$ cat src/rtl/core/atdf_pkg.sv
`default_nettype none
// ----------------------------------------------------------------------------
// atdf_pkg
// Shared types and constants of the associative tag directory.
// ----------------------------------------------------------------------------
package atdf_pkg;

    localparam int unsigned ENTRIES = 16;
    localparam int unsigned IDX_W   = (ENTRIES > 1) ? $clog2(ENTRIES) : 1;
    localparam int unsigned ID_W    = 32;
    localparam int unsigned SLOT_W  = 4;

    typedef logic [ID_W-1:0]   t_id;
    typedef logic [IDX_W-1:0]  t_idx;
    typedef logic [SLOT_W-1:0] t_slot;

    localparam t_idx IDX_LAST = t_idx'(ENTRIES - 1);

    typedef enum logic [1:0] {
        S_IDLE,
        S_SCAN,
        S_DONE
    } t_state;

    // per-cycle controls from the sequencer
    typedef struct packed {
        logic in_ready;
        logic rd_en;
        logic wr_en;
        logic out_load;
    } t_ctrl;

endpackage

`default_nettype wire

$ cat src/rtl/core/atdf_ifs.sv
`default_nettype none
// ----------------------------------------------------------------------------
// atdf_ifs
// Request and response channels of the tag directory, valid/ready handshake.
// ----------------------------------------------------------------------------
interface atdf_req_if;
    logic            valid;
    logic            ready;
    atdf_pkg::t_id   request_id;
    logic            fill_ok;

    modport source (output valid, output request_id, output fill_ok, input ready);
    modport sink   (input valid, input request_id, input fill_ok, output ready);
endinterface

interface atdf_rsp_if;
    logic            valid;
    logic            ready;
    logic            hit;
    atdf_pkg::t_slot slot;
    logic            evict_valid;
    atdf_pkg::t_id   evicted_id;
    logic            failed;

    modport source (output valid, output hit, output slot, output evict_valid,
                    output evicted_id, output failed, input ready);
    modport sink   (input valid, input hit, input slot, input evict_valid,
                    input evicted_id, input failed, output ready);
endinterface

`default_nettype wire

$ cat src/rtl/core/assoc_tag_directory_fifo.sv
`default_nettype none
// ----------------------------------------------------------------------------
// assoc_tag_directory_fifo
// Tag directory of a small fully associative cache with first-in first-out
// replacement; tags in a RAM scanned one entry a cycle, valid bits in flops.
// ----------------------------------------------------------------------------
//  channel  | dir | payload                                        | beat
//  i_req    | in  | request_id, fill_ok                            | valid & ready
//  o_rsp    | out | hit, slot, evict_valid, evicted_id, failed     | valid & ready
//
// one request at a time: a miss scans all ENTRIES tags, a hit on slot k ends the
// scan at that slot; the single RAM read port walks one tag a cycle.
// results sit in an output register, so a new request is taken while one waits.
// reset clears the valid bits and the replacement pointer; no clearing pass.
// a stalled output only holds the finish step, the scan itself runs on.
// ----------------------------------------------------------------------------
module assoc_tag_directory_fifo (
    input wire logic  i_clk,
    input wire logic  i_rst_n,
    atdf_req_if.sink  i_req,
    atdf_rsp_if.source o_rsp
);
    import atdf_pkg::*;

    t_state r_state;
    t_state n_state;
    t_ctrl  ctrl;

    logic [ENTRIES-1:0] r_valid;
    t_idx   r_ptr;
    t_idx   n_ptr;
    t_idx   r_addr;
    logic   r_last_issued;
    t_idx   r_cmp_idx;
    logic   r_cmp_valid;
    t_id    r_id;
    logic   r_fill_ok;
    logic   r_hit;
    t_idx   r_hit_idx;
    logic   r_ev_v;
    t_id    r_ev_id;
    t_id    rd_data;
    logic   match;
    logic   scan_end;
    logic   ev_out;

    logic   r_out_valid;
    logic   r_o_hit;
    t_slot  r_o_slot;
    logic   r_o_ev;
    t_id    r_o_ev_id;
    logic   r_o_failed;

    atdf_ram #(
        .WIDTH (ID_W),
        .DEPTH (ENTRIES),
        .ADDR_W(IDX_W)
    ) u_tag_ram (
        .i_clk  (i_clk),
        .i_we   (ctrl.wr_en),
        .i_waddr(r_ptr),
        .i_wdata(r_id),
        .i_re   (ctrl.rd_en),
        .i_raddr(r_addr),
        .o_rdata(rd_data)
    );

    assign match    = r_cmp_valid && r_valid[r_cmp_idx] && (rd_data == r_id);
    assign scan_end = r_cmp_valid && (match || (r_cmp_idx == IDX_LAST));
    assign n_ptr    = (r_ptr == IDX_LAST) ? '0 : r_ptr + t_idx'(1);
    assign ev_out   = !r_hit && r_fill_ok && r_ev_v;

    // next state
    always_comb begin
        n_state = r_state;
        case (r_state)
            S_IDLE: begin
                if (i_req.valid) begin
                    n_state = S_SCAN;
                end
            end
            S_SCAN: begin
                if (scan_end) begin
                    n_state = S_DONE;
                end
            end
            S_DONE: begin
                if (!r_out_valid || o_rsp.ready) begin
                    n_state = S_IDLE;
                end
            end
            default: n_state = S_IDLE;
        endcase
    end

    // controls
    always_comb begin
        ctrl = '0;
        case (r_state)
            S_IDLE: ctrl.in_ready = 1'b1;
            // stop issuing reads once the scan has ended
            S_SCAN: ctrl.rd_en    = !r_last_issued && !scan_end;
            S_DONE: begin
                ctrl.out_load = !r_out_valid || o_rsp.ready;
                ctrl.wr_en    = ctrl.out_load && !r_hit && r_fill_ok;
            end
            default: ctrl = '0;
        endcase
    end

    always_ff @(posedge i_clk) begin
        if (!i_rst_n) begin
            r_state       <= S_IDLE;
            r_valid       <= '0;
            r_ptr         <= '0;
            r_cmp_valid   <= 1'b0;
            r_last_issued <= 1'b0;
            r_out_valid   <= 1'b0;
        end else begin
            r_state <= n_state;

            if (ctrl.in_ready && i_req.valid) begin
                r_addr        <= '0;
                r_last_issued <= 1'b0;
                r_id          <= i_req.request_id;
                r_fill_ok     <= i_req.fill_ok;
                r_hit         <= 1'b0;
                r_ev_v        <= 1'b0;
            end

            r_cmp_valid <= ctrl.rd_en;
            if (ctrl.rd_en) begin
                r_cmp_idx     <= r_addr;
                r_addr        <= r_addr + t_idx'(1);
                r_last_issued <= (r_addr == IDX_LAST);
            end

            // pick up the tag under the replacement pointer as it streams by
            if (r_cmp_valid && (r_cmp_idx == r_ptr)) begin
                r_ev_v  <= r_valid[r_ptr];
                r_ev_id <= rd_data;
            end
            if (match && r_state == S_SCAN) begin
                r_hit     <= 1'b1;
                r_hit_idx <= r_cmp_idx;
            end

            if (ctrl.wr_en) begin
                r_valid[r_ptr] <= 1'b1;
                r_ptr          <= n_ptr;
            end

            if (ctrl.out_load) begin
                r_out_valid <= 1'b1;
                r_o_hit     <= r_hit;
                r_o_slot    <= r_hit ? t_slot'(r_hit_idx) : t_slot'(r_ptr);
                r_o_ev      <= ev_out;
                r_o_ev_id   <= ev_out ? r_ev_id : '0;
                r_o_failed  <= !r_hit && !r_fill_ok;
            end else if (o_rsp.ready) begin
                r_out_valid <= 1'b0;
            end
        end
    end

    assign i_req.ready       = ctrl.in_ready;
    assign o_rsp.valid       = r_out_valid;
    assign o_rsp.hit         = r_o_hit;
    assign o_rsp.slot        = r_o_slot;
    assign o_rsp.evict_valid = r_o_ev;
    assign o_rsp.evicted_id  = r_o_ev_id;
    assign o_rsp.failed      = r_o_failed;

    a_ptr_range: assert property (@(posedge i_clk) disable iff (!i_rst_n)
        r_ptr <= IDX_LAST)
        else $error("replacement pointer out of range");

    a_write_on_miss: assert property (@(posedge i_clk) disable iff (!i_rst_n)
        ctrl.wr_en |-> (r_state == S_DONE && !r_hit && r_fill_ok))
        else $error("tag write outside a successful miss");

    a_valid_set: assert property (@(posedge i_clk) disable iff (!i_rst_n)
        ctrl.wr_en |=> r_valid[$past(r_ptr)])
        else $error("installed slot not marked valid");

    a_hit_clean: assert property (@(posedge i_clk) disable iff (!i_rst_n)
        (o_rsp.valid && o_rsp.hit) |-> (!o_rsp.evict_valid && !o_rsp.failed))
        else $error("hit reports eviction or failure");

    a_cmp_in_scan: assert property (@(posedge i_clk) disable iff (!i_rst_n)
        r_cmp_valid |-> (r_state == S_SCAN))
        else $error("tag compare outside scan");

endmodule

`default_nettype wire

$ cat src/rtl/core/atdf_ram.sv
`default_nettype none
// ----------------------------------------------------------------------------
// atdf_ram
// Generic simple dual-port RAM, one write and one registered read port.
// ----------------------------------------------------------------------------
module atdf_ram #(
    parameter int unsigned WIDTH = 32,
    parameter int unsigned DEPTH = 16,
    parameter int unsigned ADDR_W = (DEPTH > 1) ? $clog2(DEPTH) : 1
) (
    input  wire logic              i_clk,
    input  wire logic              i_we,
    input  wire logic [ADDR_W-1:0] i_waddr,
    input  wire logic [WIDTH-1:0]  i_wdata,
    input  wire logic              i_re,
    input  wire logic [ADDR_W-1:0] i_raddr,
    output logic      [WIDTH-1:0]  o_rdata
);

    logic [WIDTH-1:0] r_mem [DEPTH];

    always_ff @(posedge i_clk) begin
        if (i_we) begin
            r_mem[i_waddr] <= i_wdata;
        end
        if (i_re) begin
            o_rdata <= r_mem[i_raddr];
        end
    end

endmodule

`default_nettype wire

$ cat src/flat_wrapper.sv
// flat-port wrapper written by rule: the top's interface ports become plain ports
module assoc_tag_directory_fifo_flat import atdf_pkg::*;
  (i_clk, i_rst_n, i_req_valid, i_req_request_id, i_req_fill_ok, i_req_ready, o_rsp_valid, o_rsp_hit, o_rsp_slot, o_rsp_evict_valid, o_rsp_evicted_id, o_rsp_failed, o_rsp_ready);
  atdf_req_if i_req_i ();
  atdf_rsp_if o_rsp_i ();
  input wire logic i_clk;
  input wire logic i_rst_n;
  input wire logic [$bits(i_req_i.valid)-1:0] i_req_valid;
  input wire logic [$bits(i_req_i.request_id)-1:0] i_req_request_id;
  input wire logic [$bits(i_req_i.fill_ok)-1:0] i_req_fill_ok;
  output wire logic [$bits(i_req_i.ready)-1:0] i_req_ready;
  output wire logic [$bits(o_rsp_i.valid)-1:0] o_rsp_valid;
  output wire logic [$bits(o_rsp_i.hit)-1:0] o_rsp_hit;
  output wire logic [$bits(o_rsp_i.slot)-1:0] o_rsp_slot;
  output wire logic [$bits(o_rsp_i.evict_valid)-1:0] o_rsp_evict_valid;
  output wire logic [$bits(o_rsp_i.evicted_id)-1:0] o_rsp_evicted_id;
  output wire logic [$bits(o_rsp_i.failed)-1:0] o_rsp_failed;
  input wire logic [$bits(o_rsp_i.ready)-1:0] o_rsp_ready;
  assign i_req_i.valid = i_req_valid;
  assign i_req_i.request_id = i_req_request_id;
  assign i_req_i.fill_ok = i_req_fill_ok;
  assign i_req_ready = i_req_i.ready;
  assign o_rsp_valid = o_rsp_i.valid;
  assign o_rsp_hit = o_rsp_i.hit;
  assign o_rsp_slot = o_rsp_i.slot;
  assign o_rsp_evict_valid = o_rsp_i.evict_valid;
  assign o_rsp_evicted_id = o_rsp_i.evicted_id;
  assign o_rsp_failed = o_rsp_i.failed;
  assign o_rsp_i.ready = o_rsp_ready;
  assoc_tag_directory_fifo u_core (.i_clk(i_clk), .i_rst_n(i_rst_n), .i_req(i_req_i), .o_rsp(o_rsp_i));
endmodule
$ cat config.mk
export PLATFORM = sky130hd
export DESIGN_NAME = assoc_tag_directory_fifo_flat
export DESIGN_NICKNAME = d
export VERILOG_FILES = /design/src/rtl/core/atdf_pkg.sv /design/src/rtl/core/atdf_ifs.sv /design/src/rtl/core/assoc_tag_directory_fifo.sv /design/src/rtl/core/atdf_ram.sv /design/src/flat_wrapper.sv
export SDC_FILE = /design/constraint.sdc
export NUM_CORES = 1
export LEC_CHECK = 0
export BUFFER_PORTS_ARGS = -buffer_cell sky130_fd_sc_hd__buf_2
export CAP_MARGIN = 40
export CORE_MARGIN = 5
export CORE_UTILIZATION = 30
export CTS_BUF_LIST = sky130_fd_sc_hd__clkbuf_8
export DETAILED_ROUTE_END_ITERATION = 12
export MAX_ROUTING_LAYER = met4
export PLACE_DENSITY = 0.5
export SLEW_MARGIN = 40
export SYNTH_ARGS = -nofsm -noshare
export SYNTH_HDL_FRONTEND = slang
export SYNTH_SLANG_ARGS = --single-unit
export TNS_END_PERCENT = 30
$ cat constraint.sdc
create_clock -name i_clk -period 5.55 [get_ports i_clk]
set_input_delay 0 -clock i_clk [delete_from_list [all_inputs] [get_ports i_clk]]
set_output_delay 0 -clock i_clk [all_outputs]
set_load 0.05 [all_outputs]
After elaboration in Yosys (flattened, before gate mapping) --
Memories as Yosys holds them, arrays and structs flattened. A register that Yosys moved wholly into a read port is not among the register bits. Cells that the tools add are included.
Word-level totals: bits in registers 143, bits in writable memories 512, input port bits 37, output and inout bits 41, word-level logic and storage cells 94, memories kept 1
Operators by class: add/sub/neg operators 2, $lt $le $gt $ge 3, equality and inequality tests 10, muxes and demuxes 24, bitwise logic cells 1, reduce and logical (&&, ||, !) cells 34
Memories:
- u_core.u_tag_ram.r_mem | words 16, bits a word 32, read ports 1, clocked after memory_dff 1, write ports 1, line atdf_ram.sv:20 | logic [WIDTH-1:0] r_mem [DEPTH];
Operators with widths (count):
- $eq 32x32->1 | 1
- $mux 4 | 4
- $or 16x16->16 | 1
- $reduce_and 2->1 | 8
- $logic_and 1x1->1 | 13
- $eq 4x4->1 const B | 3
- $mux 1 | 12
- $lt 4x5->1 const B | 2
- $add 4x1->4 const B | 2
- $bmux 1 s4 | 2
- $mux 2 | 4
- $reduce_bool 2->1 | 4
- $pmux 2 s3 | 1
- $logic_not 1->1 | 5
- $demux 1 s4 | 1
- $eq 4x4->1 | 1
- $ge 4x1->1 const B | 1
- $ne 2x1->1 const B | 2
- $reduce_and 3->1 | 1
- $eq 2x1->1 const B | 1
- $eq 2x2->1 const B | 1
- $logic_not 2->1 | 1
- $logic_or 1x1->1 | 2
- $ne 2x2->1 const B | 1

Longest topological paths before layout --
word-level depth 11, depth in mapped cells 6, mapped depth without buffers 5

Hierarchy --
A second synthesis with hierarchy kept.
Second synthesis, totals: cells, all modules 1198, area, all modules 25793.5 um2
Modules (own cells, without submodules):
- atdf_ram | instances 1, cells each 838, area an instance 20155.6 um2, seq. area each 16335.7 um2
- assoc_tag_directory_fifo | instances 1, cells each 360, area an instance 5637.9 um2, seq. area each 4043.9 um2

Least setup slack after synthesis --
Ideal clock, no wire load.
path type register to register, start point register u_core.r_out_valid (netlist: u_core.o_rsp.valid), end point memory u_core.u_tag_ram.r_mem[3][0] (enable), library setup time 0.463 ns, data arrival time 3.652 ns, required time 5.087 ns, path slack 1.434 ns, cell stages (with the launch flop) 6, path buffers 1, period minus slack after synthesis 4.116 ns, cell sequence dfxtp_1 nor2b_1 nor4bb_1 clkbuf_1 nand2_1 nor3_1
Between the ends: cells in the longest elaborated chain, start to end 7
RTL lines:
- start: declaration | line assoc_tag_directory_fifo.sv:47 | logic r_out_valid;
- start signal: assignment | line assoc_tag_directory_fifo.sv:118 | r_out_valid <= 1'b0;
- start signal: assignment | line assoc_tag_directory_fifo.sv:154 | r_out_valid <= 1'b1;
- start signal: assignment | line assoc_tag_directory_fifo.sv:161 | r_out_valid <= 1'b0;
- $logic_not 1->1 | line assoc_tag_directory_fifo.sv:104 | ctrl.out_load = !r_out_valid || o_rsp.ready;
- $logic_or 1x1->1 | line assoc_tag_directory_fifo.sv:104
- $logic_and 1x1->1 (2 in a row) | line assoc_tag_directory_fifo.sv:105 | ctrl.wr_en = ctrl.out_load && !r_hit && r_fill_ok;
- $mux 2 | line assoc_tag_directory_fifo.sv:99 | case (r_state)
- $mux 1 | line atdf_ram.sv:23 | if (i_we) begin
- $mux 1 (not written as such) | line atdf_ram.sv:24 | r_mem[i_waddr] <= i_wdata;
- end: declaration | line atdf_ram.sv:20
No other way between the ends.

==> parameters.txt <==
Parameter                              Value

Routing
  Iteration count of the initial detailed-routing pass    5
  Via count    about 12,000
  Total wire length    approximately 65,000 um
  Drt wl/cell    ~25 um
  Average vias per placed instance    approximately 4.7
  Antenna-violating nets left    0
  Drt drc    0
  Violation count after the first detailed-routing iteration    about 1,100

GRT
  Largest net degree at the start of global routing    between 70 and 80
  Total track usage    14.6%
  Number of global-route vias before repair    approximately 13,000
  Initial antenna violation count    4
  Global-route wire length before repair    between 90,000 and 100,000 um
  Global route overflow    0

Floorplanning
  Floorplan die area    92,000 um^2
  Num ports    ~80
  Core Box Area    85,300 um^2
  Starting Density    a little under a third
  Die Height    303 um
  Std-Cell Rows    about 110
  Floorplan die width    ~300 um

Timing
  Tcrit/Tclk final    a little under two thirds
  Setup violators final    0
  Worst Max-Slew Pin Slew    roughly 0.86 ns
  Unrepaired setup endpoints after global routing    no
  Final clock skew    0.0684 ns
  Hold Violations, Final    0
  Worst-case headroom to the max-slew limit    a little over two fifths
  Clock period minus worst slack    between 3 and 4 ns
  Setup Total Neg Slack    0 ns
  Peak Freq    around 280 MHz
  Max Transition Viols Final    0

CTS
  Postcts setup bufs    0
  Count of clock tree sinks    roughly 700
  Number of levels in the clock H-tree    3
  Clock transition at the register clock pins on the worst setup and hold paths after CTS    roughly 0.060 ns
  Buffer levels on the longest clock path    3
  CTS Buf Count    112
  Worst-Skew Late Latency    approximately 0.75 ns
  CTS root buf    sky130_fd_sc_hd__clkbuf_8
  Clock tree from TritonCTS    yes
  Post-cts resize count    0

Synth
  Post-Syn Nets    1,154
  Main combinational cell family by area after synthesis    multiplexers
  Mapped cell area    around 26,000 um^2
  Gate Count Post-Synth    about 1,100
  Share of the yosys chip area belonging to registers    approximately 79%
  Adder-Cell Fraction of Synth Area    less than 1%
  Area fraction in compound gates after synthesis    less than 1%
  Parity-gate share of the synthesized area counting xor and xnor cells    under 10%
  Number of warning messages in the yosys log    0
  Mean Syn Cell Area    between 20 and 25 um^2
  Number of distinct standard cells referenced by the synthesized netlist    37
  Post-synthesis simple-gate area fraction    2.65%
  Synthesized flop and latch total    about 700
  Multiplexer share of the synthesized area    between 15 and 20%

Critical path
  Req. time, crit path    between 5 and 6 ns
  Worst setup path startpoint    u_core.r_cmp_idx[0]
  Critical path startpoint category    flip-flop
  Critical path class    flip-flop to flip-flop
  Crit Reg-Reg Startpoint    u_core.r_cmp_idx[0]
  R2R Path End    u_core.u_tag_ram.o_rdata[1]
  Depth of the worst register-to-register path    5
  Largest fanout on the critical path    17
  CP Capture Point    u_core.u_tag_ram.o_rdata[1]
  Endpoint kind of the worst setup timing path    flip-flop
  Arrival time at the worst endpoint    slightly below 4 ns
  Register-to-register setup slack    2.03 ns

Placement
  Weighted congestion reported at the end of routability-driven placement    between 0.7 and 0.8
  Sum of net half-perimeters after detailed placement    ~37,000 um
  Number of buffers inserted by port buffering    a little under 80

Pwr
  Total leakage power    around 10 nW
  Overall power after layout    between 0.01 and 0.015 W
  Worst ir drop on vdd    0.190 mV
  Power per Cell Area    336 nW/um^2

Min path
  Worst hold path type    primary input to flip-flop
  Hold wc startpoint    i_req_request_id[13]

Finish
  Final nets    1,413
  Relative area change from synthesis to final layout    20.6%
  Fraction of final layout cells sized beyond drive strength 1    32.4%

Run status
  Status    finished, final reports clean

Flow run
  Max capacitance violation total    0
[metal layers]
metal  GRT usage [%]  vias up  wire, um
li1                -     5203         -
met5               -        -         0
met2            21.8      345     30300
met4            3.51        0       989
met3            2.81       95      3460
met1            20.7     6651     30000
[synthesized netlist by cell type (all sizes together)]
library cell	count	area, um^2
a211o	1	8.76
a41oi	1	8.76
and2	35	219
and3	3	18.8
and3b	1	8.76
and4	1	8.76
and4b	1	10.0
buf	19	100
clkbuf	32	120
dfxtp	25	500
edfxtp	662	19900
ha	5	62.6
inv	4	15.0
mux2	2	22.5
mux2i	1	10.0
mux4	170	3840
nand2	13	48.8
nand2b	4	25.0
nand3	8	40.0
nand3b	1	7.51
nand4	14	87.6
nor2	22	82.6
nor2b	4	25.0
nor3	9	60.1
nor4	5	31.3
nor4bb	1	10.0
o21a	17	128
o21ai	8	43.8
o21ba	1	10.0
xnor2	32	280
xor2	10	87.6
[kinds of logic after synthesis]
group,Yosys count
compound gates,28
flops,687
fa+ha+maj,5
buf+inv,55
mux,173
xor+xnor,42
simple gates,122
[worst max-delay path, cell delays in order, from the launching register on]
cell and delay, ns:
sky130_fd_sc_hd__edfxtp_1 0.54, sky130_fd_sc_hd__mux4_1 0.61, sky130_fd_sc_hd__mux4_2 0.54, sky130_fd_sc_hd__and4b_1 0.38, sky130_fd_sc_hd__nor2_4 0.66, sky130_fd_sc_hd__buf_4 0.43
[per-stage QoR]
stage | area (um^2) | hold WS, ns | utilization, % | cells | setup WS (ns)
floorplan | 25800 | 0.0989 | - | 1112 | 1.43
global placement | 27800 | 0.185 | 32.6 | 2312 | 2.10
detailed placement | 28300 | 0.179 | 33.1 | 2332 | 2.02
CTS | 31100 | 0.00844 | 36.4 | 2608 | 1.94
global route | 31100 | 0.0444 | 36.5 | 2612 | 1.85
finish | 31100 | 0.0741 | 36.5 | 2612 | 2.03
[registers in the layout, indices dropped and copies added (netlist names)]
signal                    cells
u_core.u_tag_ram.r_mem      512
u_core.o_rsp.evicted_id      32
u_core.r_ev_id               32
u_core.r_id                  32
u_core.u_tag_ram.o_rdata     32
u_core.r_valid               16
u_core.o_rsp.slot             4
u_core.r_addr                 4
u_core.r_cmp_idx              4
u_core.r_hit_idx              4
u_core.r_ptr                  4
u_core.r_state                2
u_core.o_rsp.evict_valid      1
u_core.o_rsp.failed           1
u_core.o_rsp.hit              1
u_core.o_rsp.valid            1
u_core.r_cmp_valid            1
u_core.r_ev_v                 1
u_core.r_fill_ok              1
u_core.r_hit                  1
u_core.r_last_issued          1
[worst min-delay path by stage]
stage | cells past startpoint | end
2_1_floorplan | 0 | u_core.r_fill_ok
3_3_place_gp | 1 | u_core.r_id[2]
3_5_place_dp | 1 | u_core.r_id[30]
4_1_cts | 2 | u_core.r_id[31]
5_1_grt | 2 | u_core.r_id[3]
6_report | 2 | u_core.r_id[13]
[power by group]
part           internal (W)  total (W)  switching (W)
Combinational      0.000238   0.000468       0.000231
Sequential          0.00571    0.00578      0.0000669
Clock               0.00216    0.00422        0.00206
[cells in the final DEF (no fill, tap or decap), drive strengths merged, types with 2 or more instances in the layout]
cell / synthesis / layout
xor2: 10 / 10
nor2: 22 / 22
nand4: 14 / 14
xnor2: 32 / 32
nand2b: 4 / 4
dlygate4sd3: 0 / 68
mux4: 170 / 170
nand3: 8 / 8
o21ai: 8 / 8
edfxtp: 662 / 662
nor4: 5 / 5
mux2: 2 / 2
nor3: 9 / 9
inv: 4 / 42
dfxtp: 25 / 25
nand2: 13 / 13
and3: 3 / 3
o21a: 17 / 17
clkinv: 0 / 50
nor2b: 4 / 4
clkbuf: 32 / 113
clkinvlp: 0 / 3
bufinv: 0 / 5
diode: 0 / 2
ha: 5 / 5
buf: 19 / 128
and2: 35 / 35
[cell type report]
type / instances / area, um^2
Multi-Input combinational cell: 370 / 5310
Tap cell: 1144 / 1430
Antenna cell: 2 / 5.00
Sequential cell: 687 / 20400
Timing Repair Buffer: 196 / 1820
Inverter: 4 / 15.0
Fill cell: 7847 / 54200
Clock buffer: 113 / 1560
Clock inverter: 96 / 591
[repair_timing]
item                                   CTS  global route
hold buffers                            67             1
setup endpoints to repair                0             0
endpoints found under the hold margin   64             1
(Power assumes the default switching activity.)
